## src/sv/utfd_pkg.sv

```systemverilog
// Shared types and constants for the UTF-8 to 16-bit code unit decoder.
// Holds the channel payload structs, the request plan format and the marker text.
// No dependencies.
package utfd_pkg;

  typedef struct packed {
    logic [7:0] data_byte;
    logic       is_last;
  } in_t;

  typedef struct packed {
    logic [15:0] code_unit;
    logic        run_last;
    logic        string_end;
  } out_t;

  // Fixed result slots of one request, emitted in slot order.
  localparam int NUM_SLOTS = 9;
  typedef logic [3:0] slot_idx_t;

  localparam slot_idx_t SLOT_OLD_LEAD   = 4'd0;
  localparam slot_idx_t SLOT_OLD_SECOND = 4'd1;
  localparam slot_idx_t SLOT_OLD_MARK   = 4'd2;
  localparam slot_idx_t SLOT_VALUE      = 4'd3;
  localparam slot_idx_t SLOT_VALUE_MARK = 4'd4;
  localparam slot_idx_t SLOT_LAST_LEAD  = 4'd5;
  localparam slot_idx_t SLOT_LAST_SECOND = 4'd6;
  localparam slot_idx_t SLOT_LAST_MARK  = 4'd7;
  localparam slot_idx_t SLOT_TERM       = 4'd8;

  localparam int MARK_LEN = 8;
  typedef logic [2:0] mark_idx_t;
  localparam mark_idx_t MARK_LAST = 3'd7;

  typedef struct packed {
    logic [NUM_SLOTS-1:0] vld;
    logic [7:0]           old_lead;
    logic [7:0]           old_second;
    logic [15:0]          value;
    logic [7:0]           new_lead;
    logic [7:0]           new_second;
  } plan_t;

  // Characters of "<BADUTF>".
  function automatic logic [15:0] marker_char(input mark_idx_t idx);
    logic [15:0] ch;
    case (idx)
      3'd0:    ch = 16'h003C;
      3'd1:    ch = 16'h0042;
      3'd2:    ch = 16'h0041;
      3'd3:    ch = 16'h0044;
      3'd4:    ch = 16'h0055;
      3'd5:    ch = 16'h0054;
      3'd6:    ch = 16'h0046;
      default: ch = 16'h003E;
    endcase
    return ch;
  endfunction

endpackage

```

## src/sv/utfd_decode.sv

```systemverilog
// Byte classifier and held-sequence state for the UTF-8 decoder.
// Turns one request into a slot plan and updates the held lead/continuation bytes.
// Depends on utfd_pkg.
module utfd_decode
  import utfd_pkg::*;
(
  input  logic  clk,
  input  logic  rst_n,
  input  in_t   in_data,
  input  logic  accept,
  output plan_t plan
);

  localparam logic [1:0] HELD_NONE = 2'd0;
  localparam logic [1:0] HELD_ONE  = 2'd1;
  localparam logic [1:0] HELD_TWO  = 2'd2;

  logic [7:0] held_lead_r, held_lead_nxt;
  logic [7:0] held_second_r, held_second_nxt;
  logic [1:0] held_count_r, held_count_nxt;

  logic [7:0] b;
  logic       cont;
  logic       fresh;

  always_comb begin
    b               = in_data.data_byte;
    cont            = (b[7:6] == 2'b10);
    fresh           = 1'b0;
    plan            = '0;
    held_lead_nxt   = held_lead_r;
    held_second_nxt = held_second_r;
    held_count_nxt  = held_count_r;

    case (held_count_r)
      HELD_NONE: begin
        fresh = 1'b1;
      end
      HELD_ONE: begin
        if (cont && (held_lead_r < 8'hE0)) begin
          plan.value              = {5'b0, held_lead_r[4:0], b[5:0]};
          plan.vld[SLOT_VALUE]    = 1'b1;
          held_count_nxt          = HELD_NONE;
          held_lead_nxt           = '0;
        end else if (cont) begin
          held_second_nxt = b;
          held_count_nxt  = HELD_TWO;
        end else begin
          plan.old_lead           = held_lead_r;
          plan.vld[SLOT_OLD_LEAD] = 1'b1;
          plan.vld[SLOT_OLD_MARK] = 1'b1;
          fresh                   = 1'b1;
        end
      end
      default: begin
        // two held bytes; an unused count of three acts the same
        if (cont) begin
          plan.value           = {held_lead_r[3:0], held_second_r[5:0], b[5:0]};
          plan.vld[SLOT_VALUE] = 1'b1;
          held_count_nxt       = HELD_NONE;
          held_lead_nxt        = '0;
          held_second_nxt      = '0;
        end else begin
          plan.old_lead             = held_lead_r;
          plan.old_second           = held_second_r;
          plan.vld[SLOT_OLD_LEAD]   = 1'b1;
          plan.vld[SLOT_OLD_SECOND] = 1'b1;
          plan.vld[SLOT_OLD_MARK]   = 1'b1;
          fresh                     = 1'b1;
        end
      end
    endcase

    if (fresh) begin
      held_count_nxt  = HELD_NONE;
      held_lead_nxt   = '0;
      held_second_nxt = '0;
      if (b < 8'h80) begin
        plan.value           = {8'h00, b};
        plan.vld[SLOT_VALUE] = 1'b1;
      end else if (b inside {[8'hC0:8'hEF]}) begin
        held_lead_nxt  = b;
        held_count_nxt = HELD_ONE;
      end else begin
        plan.value                = {8'h00, b};
        plan.vld[SLOT_VALUE]      = 1'b1;
        plan.vld[SLOT_VALUE_MARK] = 1'b1;
      end
    end

    // end of string: flush whatever is still held, then terminate
    if (in_data.is_last) begin
      if (held_count_nxt != HELD_NONE) begin
        plan.new_lead            = held_lead_nxt;
        plan.new_second          = held_second_nxt;
        plan.vld[SLOT_LAST_LEAD] = 1'b1;
        plan.vld[SLOT_LAST_SECOND] = (held_count_nxt != HELD_ONE);
        plan.vld[SLOT_LAST_MARK] = 1'b1;
      end
      plan.vld[SLOT_TERM] = 1'b1;
      held_count_nxt      = HELD_NONE;
      held_lead_nxt       = '0;
      held_second_nxt     = '0;
    end
  end

  always_ff @(posedge clk) begin
    if (!rst_n) begin
      held_count_r  <= HELD_NONE;
      held_lead_r   <= '0;
      held_second_r <= '0;
    end else if (accept) begin
      held_count_r  <= held_count_nxt;
      held_lead_r   <= held_lead_nxt;
      held_second_r <= held_second_nxt;
    end
  end

endmodule

```

## src/sv/utfd_emit.sv

```systemverilog
// Result sequencer for the UTF-8 decoder; it feeds the output register.
// Walks the registered slot plan one code unit a cycle unless out_ready stalls.
// Depends on utfd_pkg.
module utfd_emit
  import utfd_pkg::*;
(
  input  logic  clk,
  input  logic  rst_n,
  input  plan_t plan,
  input  logic  load,
  output logic  load_ready,
  output logic  out_valid,
  input  logic  out_ready,
  output out_t  out_data
);

  plan_t              plan_r;
  logic [NUM_SLOTS-1:0] rem_r, rem_nxt;
  mark_idx_t          sub_r, sub_nxt;
  logic               out_valid_r;
  out_t               out_data_r;

  slot_idx_t          cur;
  logic               is_mark;
  logic               slot_done;
  logic [NUM_SLOTS-1:0] rem_after;
  logic               unit_last;
  logic               have;
  logic               step;
  out_t               unit;

  always_comb begin
    cur = SLOT_OLD_LEAD;
    for (int i = NUM_SLOTS - 1; i >= 0; i--) begin
      if (rem_r[i]) cur = slot_idx_t'(i);
    end
  end

  always_comb begin
    is_mark   = (cur == SLOT_OLD_MARK) || (cur == SLOT_VALUE_MARK) ||
                (cur == SLOT_LAST_MARK);
    slot_done = !is_mark || (sub_r == MARK_LAST);
    rem_after = rem_r;
    if (slot_done) rem_after[cur] = 1'b0;
    unit_last = slot_done && (rem_after == '0);
    have      = |rem_r;
    step      = have && (!out_valid_r || out_ready);
    load_ready = !have || (step && unit_last);
  end

  always_comb begin
    unit            = '0;
    unit.run_last   = unit_last;
    case (cur)
      SLOT_OLD_LEAD:    unit.code_unit = {8'h00, plan_r.old_lead};
      SLOT_OLD_SECOND:  unit.code_unit = {8'h00, plan_r.old_second};
      SLOT_VALUE:       unit.code_unit = plan_r.value;
      SLOT_LAST_LEAD:   unit.code_unit = {8'h00, plan_r.new_lead};
      SLOT_LAST_SECOND: unit.code_unit = {8'h00, plan_r.new_second};
      SLOT_TERM: begin
        unit.code_unit  = '0;
        unit.string_end = 1'b1;
      end
      default:          unit.code_unit = marker_char(sub_r);
    endcase
  end

  always_comb begin
    rem_nxt = rem_r;
    sub_nxt = sub_r;
    if (step) begin
      rem_nxt = rem_after;
      sub_nxt = slot_done ? mark_idx_t'(0) : sub_r + mark_idx_t'(1);
    end
    // a new request replaces the plan once its last unit goes out
    if (load) begin
      rem_nxt = plan.vld;
      sub_nxt = '0;
    end
  end

  always_ff @(posedge clk) begin
    if (!rst_n) begin
      rem_r       <= '0;
      sub_r       <= '0;
      out_valid_r <= 1'b0;
    end else begin
      rem_r <= rem_nxt;
      sub_r <= sub_nxt;
      if (step) begin
        out_valid_r <= 1'b1;
      end else if (out_ready) begin
        out_valid_r <= 1'b0;
      end
    end
  end

  always_ff @(posedge clk) begin
    if (load) plan_r <= plan;
    if (step) out_data_r <= unit;
  end

  assign out_valid = out_valid_r;
  assign out_data  = out_data_r;

endmodule

```

## src/sv/utf8_decoder_with_error_marker.sv

```systemverilog
// Top level of the UTF-8 to 16-bit code unit decoder with "<BADUTF>" error marker.
// Instantiates utfd_decode (classify, held state) and utfd_emit (sequencer, output reg).
// Depends on utfd_pkg.
//
//   Channel | Ports                        | Direction | Payload
//   --------+------------------------------+-----------+-------------------------------
//   in      | in_valid, in_ready, in_data  | into      | data_byte, is_last
//   out     | out_valid, out_ready, out_data | out of  | code_unit, run_last, string_end
//
// One code unit leaves per cycle while out_ready does not stall; a request yields 0 to
// 20 units and holds the input until its last unit enters the single output register.
// A request of zero or one unit is taken every cycle unless out_ready stalls; the next
// request is taken in the cycle its predecessor's last unit enters the output register.
// rst_n is synchronous: it clears the held bytes, the pending plan and out_valid.
// A stalled out_ready holds the output register and the plan; in_ready drops while units remain.
module utf8_decoder_with_error_marker
  import utfd_pkg::*;
(
  input  logic clk,
  input  logic rst_n,
  input  logic in_valid,
  output logic in_ready,
  input  in_t  in_data,
  output logic out_valid,
  input  logic out_ready,
  output out_t out_data
);

  plan_t plan;
  logic  load;

  assign load = in_valid && in_ready;

  utfd_decode u_decode (
    .clk     (clk),
    .rst_n   (rst_n),
    .in_data (in_data),
    .accept  (load),
    .plan    (plan)
  );

  utfd_emit u_emit (
    .clk        (clk),
    .rst_n      (rst_n),
    .plan       (plan),
    .load       (load),
    .load_ready (in_ready),
    .out_valid  (out_valid),
    .out_ready  (out_ready),
    .out_data   (out_data)
  );

`ifndef NO_ASSERTIONS
  a_term_is_run_last: assert property (@(posedge clk) disable iff (!rst_n)
    out_valid && out_data.string_end |-> out_data.run_last)
    else $error("terminator not marked as last unit of its request");

  a_old_flush_marked: assert property (@(posedge clk) disable iff (!rst_n)
    load |-> (plan.vld[SLOT_OLD_MARK] == plan.vld[SLOT_OLD_LEAD]) &&
             (!plan.vld[SLOT_OLD_SECOND] || plan.vld[SLOT_OLD_LEAD]))
    else $error("held-byte flush without marker");

  a_last_flush_then_term: assert property (@(posedge clk) disable iff (!rst_n)
    load && plan.vld[SLOT_LAST_LEAD] |-> plan.vld[SLOT_LAST_MARK] && plan.vld[SLOT_TERM])
    else $error("end-of-string flush not followed by marker and terminator");
`endif

endmodule
```

## config.mk

```make
export PLATFORM = sky130hd
export DESIGN_NAME = utf8_decoder_with_error_marker
export DESIGN_NICKNAME = d
export VERILOG_FILES = /design/src/sv/utfd_pkg.sv /design/src/sv/utfd_decode.sv /design/src/sv/utfd_emit.sv /design/src/sv/utf8_decoder_with_error_marker.sv
export SDC_FILE = /design/constraint.sdc
export NUM_CORES = 1
export LEC_CHECK = 0
export ABC_AREA = 1
export BUFFER_PORTS_ARGS = -buffer_cell sky130_fd_sc_hd__buf_4
export CELL_PAD_IN_SITES_DETAIL_PLACEMENT = 1
export CELL_PAD_IN_SITES_GLOBAL_PLACEMENT = 2
export CORE_ASPECT_RATIO = 1.4
export CORE_MARGIN = 4
export CORE_UTILIZATION = 40
export DETAILED_ROUTE_END_ITERATION = 7
export PLACE_DENSITY = 0.91
export SLEW_MARGIN = 20
export SYNTH_ARGS = -nofsm -noshare
export SYNTH_HDL_FRONTEND = slang
export SYNTH_SLANG_ARGS = --single-unit
```

## constraint.sdc

```tcl
create_clock -name clk -period 7.7 [get_ports clk]
set_clock_uncertainty 0.2 [all_clocks]
set_input_delay 0.77 -clock clk [delete_from_list [all_inputs] [get_ports clk]]
set_output_delay 0.77 -clock clk [all_outputs]
set_load 0.02 [all_outputs]
```

Word-level counts from Yosys, hierarchy flattened
Index checks and enable logic that the tools add are counted.

storage, ports and cells
  flip-flop bits (word level) = 97
  input bits = 13
  output and inout bits = 20
  logic and storage cells = 133

operators by class
  add/subtract/negate cells = 1
  order comparisons = 6
  equality and inequality tests = 18
  mux-type cells = 64
  bitwise operators = 3
  reduce and logical (&&, ||, !) cells = 27

operators by type and width
  operator                                                   number
  case mux 16 bit (6 select lines)                           1
  two-way mux 8 bit                                          11
  two-way mux 16 bit                                         4
  case mux 7 bit (7 select lines)                            1
  two-way mux 9 bit                                          5
  two-way mux 4 bit                                          10
  case mux 16 bit (2 select lines)                           1
  case mux 8 bit (2 select lines)                            2
  two-way mux 19 bit                                         1
  case mux 9 bit (2 select lines)                            1
  equality test 4 x 3 -> 1 bit (second input constant)       4
  < comparator 8 bit (second input constant)                 2
  two-way mux 2 bit                                          8
  equality test 3 bit (second input constant)                4
  two-way mux 1 bit                                          12
  two-way mux 11 bit                                         1
  bitwise AND 9 bit                                          1
  zero test 9 bit                                            1
  inverter 9 bit                                             1
  OR reduction 9 bit                                         1
  equality test 4 x 2 -> 1 bit (second input constant)       2
  greater-or-equal comparator 8 bit (second input constant)  1
  <= comparator 8 bit (second input constant)                1
  case mux 2 bit (2 select lines)                            2
  other kinds (24)                                           41

Logic depth before layout (Yosys ltp)
Gate-level depths: netlist (run 1).

  depth after elaboration = 22
  depth in mapped cells = 20
  depth with buffers taken out = 20

Cells and area by module
From an unflattened synthesis (run 1), not the netlist that was laid out.

second synthesis, totals
  cells, all modules = 532
  area, all modules = 4729.5 sq um

by module, submodules not included
  module                          instances  cells each  area each (sq um)  seq. area each (sq um)
  utfd_emit                       1          296         3364.5             2242.2
  utfd_decode                     1          234         1357.6             360.3
  utf8_decoder_with_error_marker  1          2           7.5                0.0

Worst setup path after synthesis (run 1)
OpenSTA, ideal clock, no wires.

  path kind = register to register
  from = register u_emit.rem_r[1]
  to = register u_emit.rem_r[5]
  setup time = 121 ps
  arrival time = 2586 ps
  required time = 7379 ps
  slack = 4792 ps
  stages on the path, launching flop included = 14
  path buffers = 0
  clock period less this slack = 2908 ps
  cells stage by stage = dfxtp_1 -> inv_2 -> nand2_1 -> inv_1 -> nand2_1 -> nor2_1 -> nand2_1 -> inv_1 -> nor2_1 -> inv_1 -> nand2_1 -> inv_1 -> a21oi_1 -> a21oi_1

on the way
  elaborated cells between the ends (all ways) = 28
  classes of those cells = 2 x order compare; 3 x eq/ne; 7 x mux; 2 x bitwise; 14 x reduce/logical

RTL lines
  element                                                  line                                  source
  start, declared                                          utfd_emit.sv:18                       logic [NUM_SLOTS-1:0] rem_r, rem_nxt;
  start signal, assigned                                   utfd_emit.sv:88                       rem_r <= rem_nxt;
  OR reduction 9 bit (*)                                   utfd_emit.sv:46                       have = |rem_r;
  logical AND 1 bit (*)                                    utfd_emit.sv:47                       step = have && (!out_valid_r || out_ready);
  named net u_emit.step                                    utfd_emit.sv:29                       logic step;
  logical AND 1 bit                                        utfd_emit.sv:48                       load_ready = !have || (step && unit_last);
  logical OR 1 bit                                         utfd_emit.sv:48
  logical AND 1 bit                                        utf8_decoder_with_error_marker.sv:32  assign load = in_valid && in_ready;
  two-way mux 9 bit or nonzero test 2 bit (tied branches)  -

Mark *: on every way through the listed nets, which the timed path passes. The rest lies on a longest branch. The select of a mux whose other input is x is not followed.
A chain may end at the register's enable or synchronous reset.

Worst setup path in the final report (run 1)
  from = register u_emit.rem_r[6]
  to = register u_decode.held_second_r[6]

on the way
  longest elaborated chain between the ends = 19
  elaborated cells between the ends (all ways) = 30
  classes of those cells = 2 x order compare; 3 x eq/ne; 10 x mux; 2 x bitwise; 13 x reduce/logical

ends and longest elaborated chain
  element                                                                                                          line                                  source
  two-way mux 4 bit (7 in a row)                                                                                   utfd_emit.sv:35                       if (rem_r[i]) cur = slot_idx_t'(i);
  < comparator 4 x 5 -> 1 bit (not written as such) or greater-or-equal comparator 4 x 1 -> 1 bit (tied branches)  utfd_emit.sv:44                       if (slot_done) rem_after[cur] = 1'b0;
  logical AND 1 bit (not written as such)                                                                          utfd_emit.sv:44
  two-way mux 1 bit (not written as such)                                                                          utfd_emit.sv:44
  demux 1 bit (select 4 bit)                                                                                       -
  inverter 9 bit (no source line)                                                                                  -
  bitwise AND 9 bit (no source line)                                                                               -
  two-way mux 9 bit                                                                                                utfd_emit.sv:44
  zero test 9 bit                                                                                                  utfd_emit.sv:45                       unit_last = slot_done && (rem_after == '0);
  logical AND 1 bit                                                                                                utfd_emit.sv:45
  logical AND 1 bit                                                                                                utfd_emit.sv:48
  logical OR 1 bit (*)                                                                                             utfd_emit.sv:48
  logical AND 1 bit (*)                                                                                            utf8_decoder_with_error_marker.sv:32
  named net load                                                                                                   utf8_decoder_with_error_marker.sv:30  logic load;
  end signal, assigned                                                                                             utfd_decode.sv:115                    held_second_r <= held_second_nxt;
  end, declared                                                                                                    utfd_decode.sv:19                     logic [7:0] held_second_r, held_second_nxt;

Mark *: on every way through the listed nets, which the timed path passes. The rest lies on a longest branch.

==> metrics.txt, run 1 <==
status finished clean; Clock Latency Late Sink ~0.34 ns; number of global-route vias before repair around 3,800; startpoint types flop; normalized max-slew margin between 20% and 30%; met1 GRT Util 23.0%; Starting Density 41.5%; worst flop-to-flop path startpoint u_emit.rem_r[6]; ys flop type edfxtp_1; I/O Buffers 32; Yosys cell types 38; CTS tree done; max-slew violations 0; top cell type's share of synthesized area between 40 and 50%; area of the die ~0.013 mm²; initial antenna violation count 0; Resized Gates After CTS 0; Worst-path clk slew ~0.070 ns; placed cell areas approximately 0.0049 mm²; vias per cell about 5.2; synth warn 0; post-route cell area 0.00527 mm²; pin count of the biggest net entering global routing 53; IR drop worst, VDD ~0.15 mV; max-cap violation count 0; synth-to-layout area growth 15.6%; setup bufs post-CTS 0; flops & latches, synth 97; Pleak around 2.1 nW; Finished Layout Cells ~700; Finish-stage setup viols 0; P_sw between 0.0008 and 0.0009 W; Largest stage delay, worst path ~0.76 ns; number of nets with antenna violations after routing 0; worst slew pin tran 1.06 ns; Most Crowded Layer GR met2; DRC errors left 0; syn nets between 500 and 600; Syn Std Cell Area ~0.0046 mm²; drt first pass iters 4; # IOs 33; Comb power frac 37.1%; Tcrit/Tclk final between 40% and 50%; Post-CTS Hold Buffers 0; worst hold margin between 0.2 and 0.3 ns; fin crit period between 3 and 4 ns; Power Dens Cells between 400 and 500 mW/mm²; slowest CP cell inv_2; maximum clock path buffer count 2; R2R Setup Slk 4.11 ns; met3 Use GR between 3 and 4%; synth top area cells edfxtp_1 43%, dfxtp_1 14%, inv_1 7.6%; CP delay by family, top simple AND/OR/NAND/NOR gates; Pint 0.00134 W; most frequent cells in the layout 92 x inv_1, 82 x nor2_1, 68 x nand2_1; switching share of power 39.1%; Multi-input gate area around 0.0015 mm²; fill count 1,300; total global-route track usage 19.5%; layout cell share with drive strength beyond 1 14.9%; Die Span Y ~130 µm; wire per inst roughly 18 µm; kind of critical path flop to flop; Core ar. between 0.01 and 0.015 mm²; # nets final 555; commonest non-fill, non-tap cell in the layout inv_1; met2 usage 34.9%; Synth area leader edfxtp_1; Final Hold Vio Count 0; cts bufs inserted 9; Reg-to-Reg End u_decode.held_second_r[6]; Routed WL about 12,000 µm; most frequent CP cell nand2_1; Cell Chain, Critical Path nor2_2 -> nor2_1 -> nand2_1 -> a21oi_4 -> nand3_1 -> nand2_1 -> nand2_1 -> nor2_1 -> nand4_2 -> nand2_4 -> nand2_4 -> inv_2 -> o21ai_0 -> nand3_1 -> inv_1; CP Max Fanout 52; HPWL after detailed placement slightly above 9000 µm; Worst Hold Class flop to flop; final core utilization between 40% and 50%; unrepaired setup endpoints after global routing no; Worst R2R Path Depth 15; Worst setup EP type flop; Post-synth EDFFs between 60 and 70; ys async rst share 0%; Reg power frac between 40% and 50%; CP Data Required Time ~7.7 ns; syn avg cell area slightly above 9 µm²; H-Tree Depth 3; FMAX 279 MHz; Placed Cells incl. Taps approximately 670; total gr overflow 0; CP Buf/Inv Count 2; Reg area ~0.0026 mm²; Hold Path Cell Cnt 2; Clock Tree Root clkbuf_16; global placer's final weighted congestion approximately 0.83; row count 45; WP data arrival ~3.6 ns; # clock sinks 97; Seq/Total Area, Yosys around 57%; Clk pwr share roughly 22%; Post-Synthesis Cells 502; Hold Crit Start u_decode.held_second_r[6]; setup tns final 0 ns; Min-Delay Endpoint u_decode.held_second_r[6]; DRT iter0 DRCs approximately 200; Vias 3,566; first-pass GRT wire length between 20,000 and 25,000 µm; diodes inserted 0; die width 98.3 µm
-- logic make-up after synthesis --
kind of cell / share of synthesized area, %
simple gates: 20.4
flops: 57.0
other cells: 0.0822
fa+ha+maj: 1.37
compound gates: 11.8
buf+inv: 9.27
-- sequential cells by signal (all words and copies together), names as in the netlist --
register and count:
u_decode.held_count_r 2, u_emit.plan_r 48, u_emit.out_valid 1, u_emit.rem_r 9, u_emit.sub_r 3, u_decode.held_lead_r 8
u_emit.out_data 18, u_decode.held_second_r 8
-- through the flow --
stage	power [W]	setup slack, ns
finish	0.00219	4.11
global route	0.00233	3.75
CTS	0.00221	4.05
detailed placement	0.00172	4.15
global placement	0.00169	4.28
floorplan	0.00143	4.79
-- how the worst max path moves through the flow --
stage	startpoint	endpoint	slack (ns)	depth (start not counted)
2_1_floorplan	u_emit.rem_r[1]	u_emit.rem_r[5]	4.79	13
3_3_place_gp	u_emit.rem_r[2]	u_decode.held_second_r[6]	4.28	14
3_5_place_dp	u_emit.rem_r[6]	u_emit.rem_r[5]	4.15	14
4_1_cts	u_emit.rem_r[6]	u_decode.held_second_r[6]	4.05	15
5_1_grt	u_emit.rem_r[6]	u_decode.held_second_r[6]	3.75	15
6_report	u_emit.rem_r[6]	u_decode.held_second_r[6]	4.11	15
-- cell type report --
class	instances	share of cell area [%]
well taps	141	3.35
clock buffers	11	5.01
multi-input cells	296	29.2
repair buffers	33	4.70
inverters	100	7.14
flip-flops and latches	97	49.4
clock inverters	5	1.26
-- cell usage after synthesis (2+ instances only) --
master	number
nand3_2	4
inv_2	6
o221ai_1	3
a221oi_1	3
nand4_1	12
o21ai_2	3
nor2_1	83
o22ai_1	15
inv_1	92
ha_1	5
nand3_1	27
nand2_1	68
dfxtp_1	31
edfxtp_1	66
clkbuf_1	6
nor2_2	4
o21ai_0	14
a21oi_2	2
o21ai_1	9
nand2_4	3
a22oi_1	3
a21oi_1	18
nand2_2	3
o211ai_1	8
-- worst register-to-register path, cell delays in order (launching register included) --
cell     delay, ns
dfxtp_1       0.41
nor2_2        0.08
nor2_1        0.10
nand2_1       0.10
a21oi_4       0.24
nand3_1       0.41
nand2_1       0.19
nand2_1       0.07
nor2_1        0.15
nand4_2       0.12
nand2_4       0.12
nand2_4       0.09
inv_2         0.77
o21ai_0       0.26
nand3_1       0.13
inv_1         0.04
-- power by group through the flow --
stage | logic [W] | clock network, W | registers, W
detailed placement | 0.000821 | 0 | 0.000900
floorplan | 0.000495 | 0 | 0.000935
global route | 0.000901 | 0.000520 | 0.000907
CTS | 0.000825 | 0.000499 | 0.000890
global placement | 0.000801 | 0 | 0.000886
finish | 0.000815 | 0.000491 | 0.000888
-- per-layer routing --
metal	up-vias	routed length, µm
li1	1736	-
met1	1725	5110
met2	79	6460
met3	26	507
met4	0	340
met5	-	0
(Power assumes the default switching activity.)
==> inputs of run 2 (changes only) <==
- CORE_UTILIZATION: 40 -> 34
- PLACE_DENSITY: 0.91 -> 0.83
- clock period: 7.7 -> 3 ns (I/O delays scaled with it)
==> metrics.txt, run 2 (same netlist as run 1, synthesis figures left out) <==
die width about 110 µm; initial antenna violation count 0; worst flop-to-flop path startpoint u_emit.rem_r[7]; Largest Register u_emit.plan_r; fin crit period 2.74 ns; # IOs 33; Finish-stage setup viols 0; global placer's final weighted congestion between 0.8 and 0.9; most frequent cells in the layout 92 x inv_1, 82 x nor2_1, 68 x nand2_1; Power Dens Cells ~1000 mW/mm²; wire per inst around 17 µm; Worst-path clk slew around 0.07 ns; Starting Density 35.1%; vias per cell roughly 5; CP Data Required Time 2.50 ns; total gr overflow 0; Die Span Y roughly 150 µm; first-pass GRT wire length approximately 20,000 µm; max FFs per register 48; row count 49; setup bufs post-CTS 0; setup tns final 0 ns; synth-to-layout area growth 17.5%; startpoint types flop; max-slew violations 0; Pleak around 2.1 nW; layout cell share with drive strength beyond 1 15.9%; H-Tree Depth 3; unrepaired setup endpoints after global routing no; diodes inserted 0; FMAX between 300 and 400 MHz; Worst Hold Class input port to flop; worst setup path startpoint u_emit.rem_r[7]; Hold Crit Start in_data[3]; Routed WL 12,100 µm; CTS tree done; DRT iter0 DRCs around 200; WP data arrival around 2.2 ns; DRC errors left 0; maximum clock path buffer count 2; number of nets with antenna violations after routing 0; HPWL after detailed placement about 9000 µm; Clock Tree Root clkbuf_16; Resized Gates After CTS 0; pin count of the biggest net entering global routing 50; area of the die 0.0154 mm²; status finished clean; Core ar. 0.0130 mm²; drt first pass iters 4; Final Hold Vio Count 0; Post-CTS Hold Buffers 0; post-place setup slack roughly 0.26 ns; Vias 3,598; CP Max Fanout 6; post-route setup slack roughly 0.26 ns; number of global-route vias before repair 3,834; Clock Latency Late Sink roughly 0.34 ns; cts bufs inserted 9; I/O Buffers 32; max-cap violation count 0; kind of critical path flop to output pin; IR drop worst, VDD about 0.41 mV; Worst setup EP type output pin; total global-route track usage ~17%; # clock sinks 97; # nets final between 500 and 600; Tcrit/Tclk final approximately 91%; commonest non-fill, non-tap cell in the layout inv_1
==> run 2: metal layers <==
metal / GRT usage [%] / wire length [µm] / vias up
li1: - / - / 1749
met3: 3.16 / 413 / 12
met4: 6.68 / 149 / 0
met1: 20.5 / 5030 / 1766
met5: 0 / 0 / -
met2: 29.0 / 6510 / 71
==> run 2: report_power, final <==
part	switching, W	internal (W)
logic	0.00150	0.000667
registers	0.000164	0.00208
clock network	0.000532	0.000662
==> run 2: worst max-delay path, cell delays in order, from the launching register on <==
cell	delay (ns)
dfxtp_1	0.42
nor2_2	0.08
nor2_1	0.12
nand2_1	0.10
a21oi_4	0.25
nand4_1	0.19
nand2_1	0.10
nand2_1	0.06
nor2_1	0.17
nand4_2	0.13
nand2_4	0.12
buf_4	0.16
==> run 2: final timing paths <==
path / endpoint / slack [ns] / cells past startpoint
max: in_ready / 0.26 / 11
min: u_emit.plan_r[18] / 0.06 / 3
max reg2reg: u_emit.plan_r[36] / 0.27 / 13
min reg2reg: u_decode.held_second_r[6] / 0.26 / 2
==> run 2: area by class of cell <==
| type | count | area (µm²) |
|---|---|---|
| tap | 178 | 223 |
| clock buffer | 9 | 225 |
| fill | 1526 | 7640 |
| clock inverter | 7 | 88.8 |
| inverter | 100 | 377 |
| timing repair buffer | 39 | 305 |
| sequential | 97 | 2600 |
| multi-input combinational | 296 | 1540 |
==> run 2: metrics by stage <==
step | hold WS [ns] | utilization (%) | instances | power, W | instance area [µm²]
floorplan | 0.232 | - | 502 | 0.00367 | 4560
global placement | 0.247 | 38.8 | 710 | 0.00441 | 5050
detailed placement | 0.250 | 38.8 | 710 | 0.00445 | 5050
CTS | 0.0494 | 41.2 | 726 | 0.00566 | 5360
global route | 0.0763 | 41.2 | 726 | 0.00599 | 5360
finish | 0.0627 | 41.2 | 726 | 0.00560 | 5360
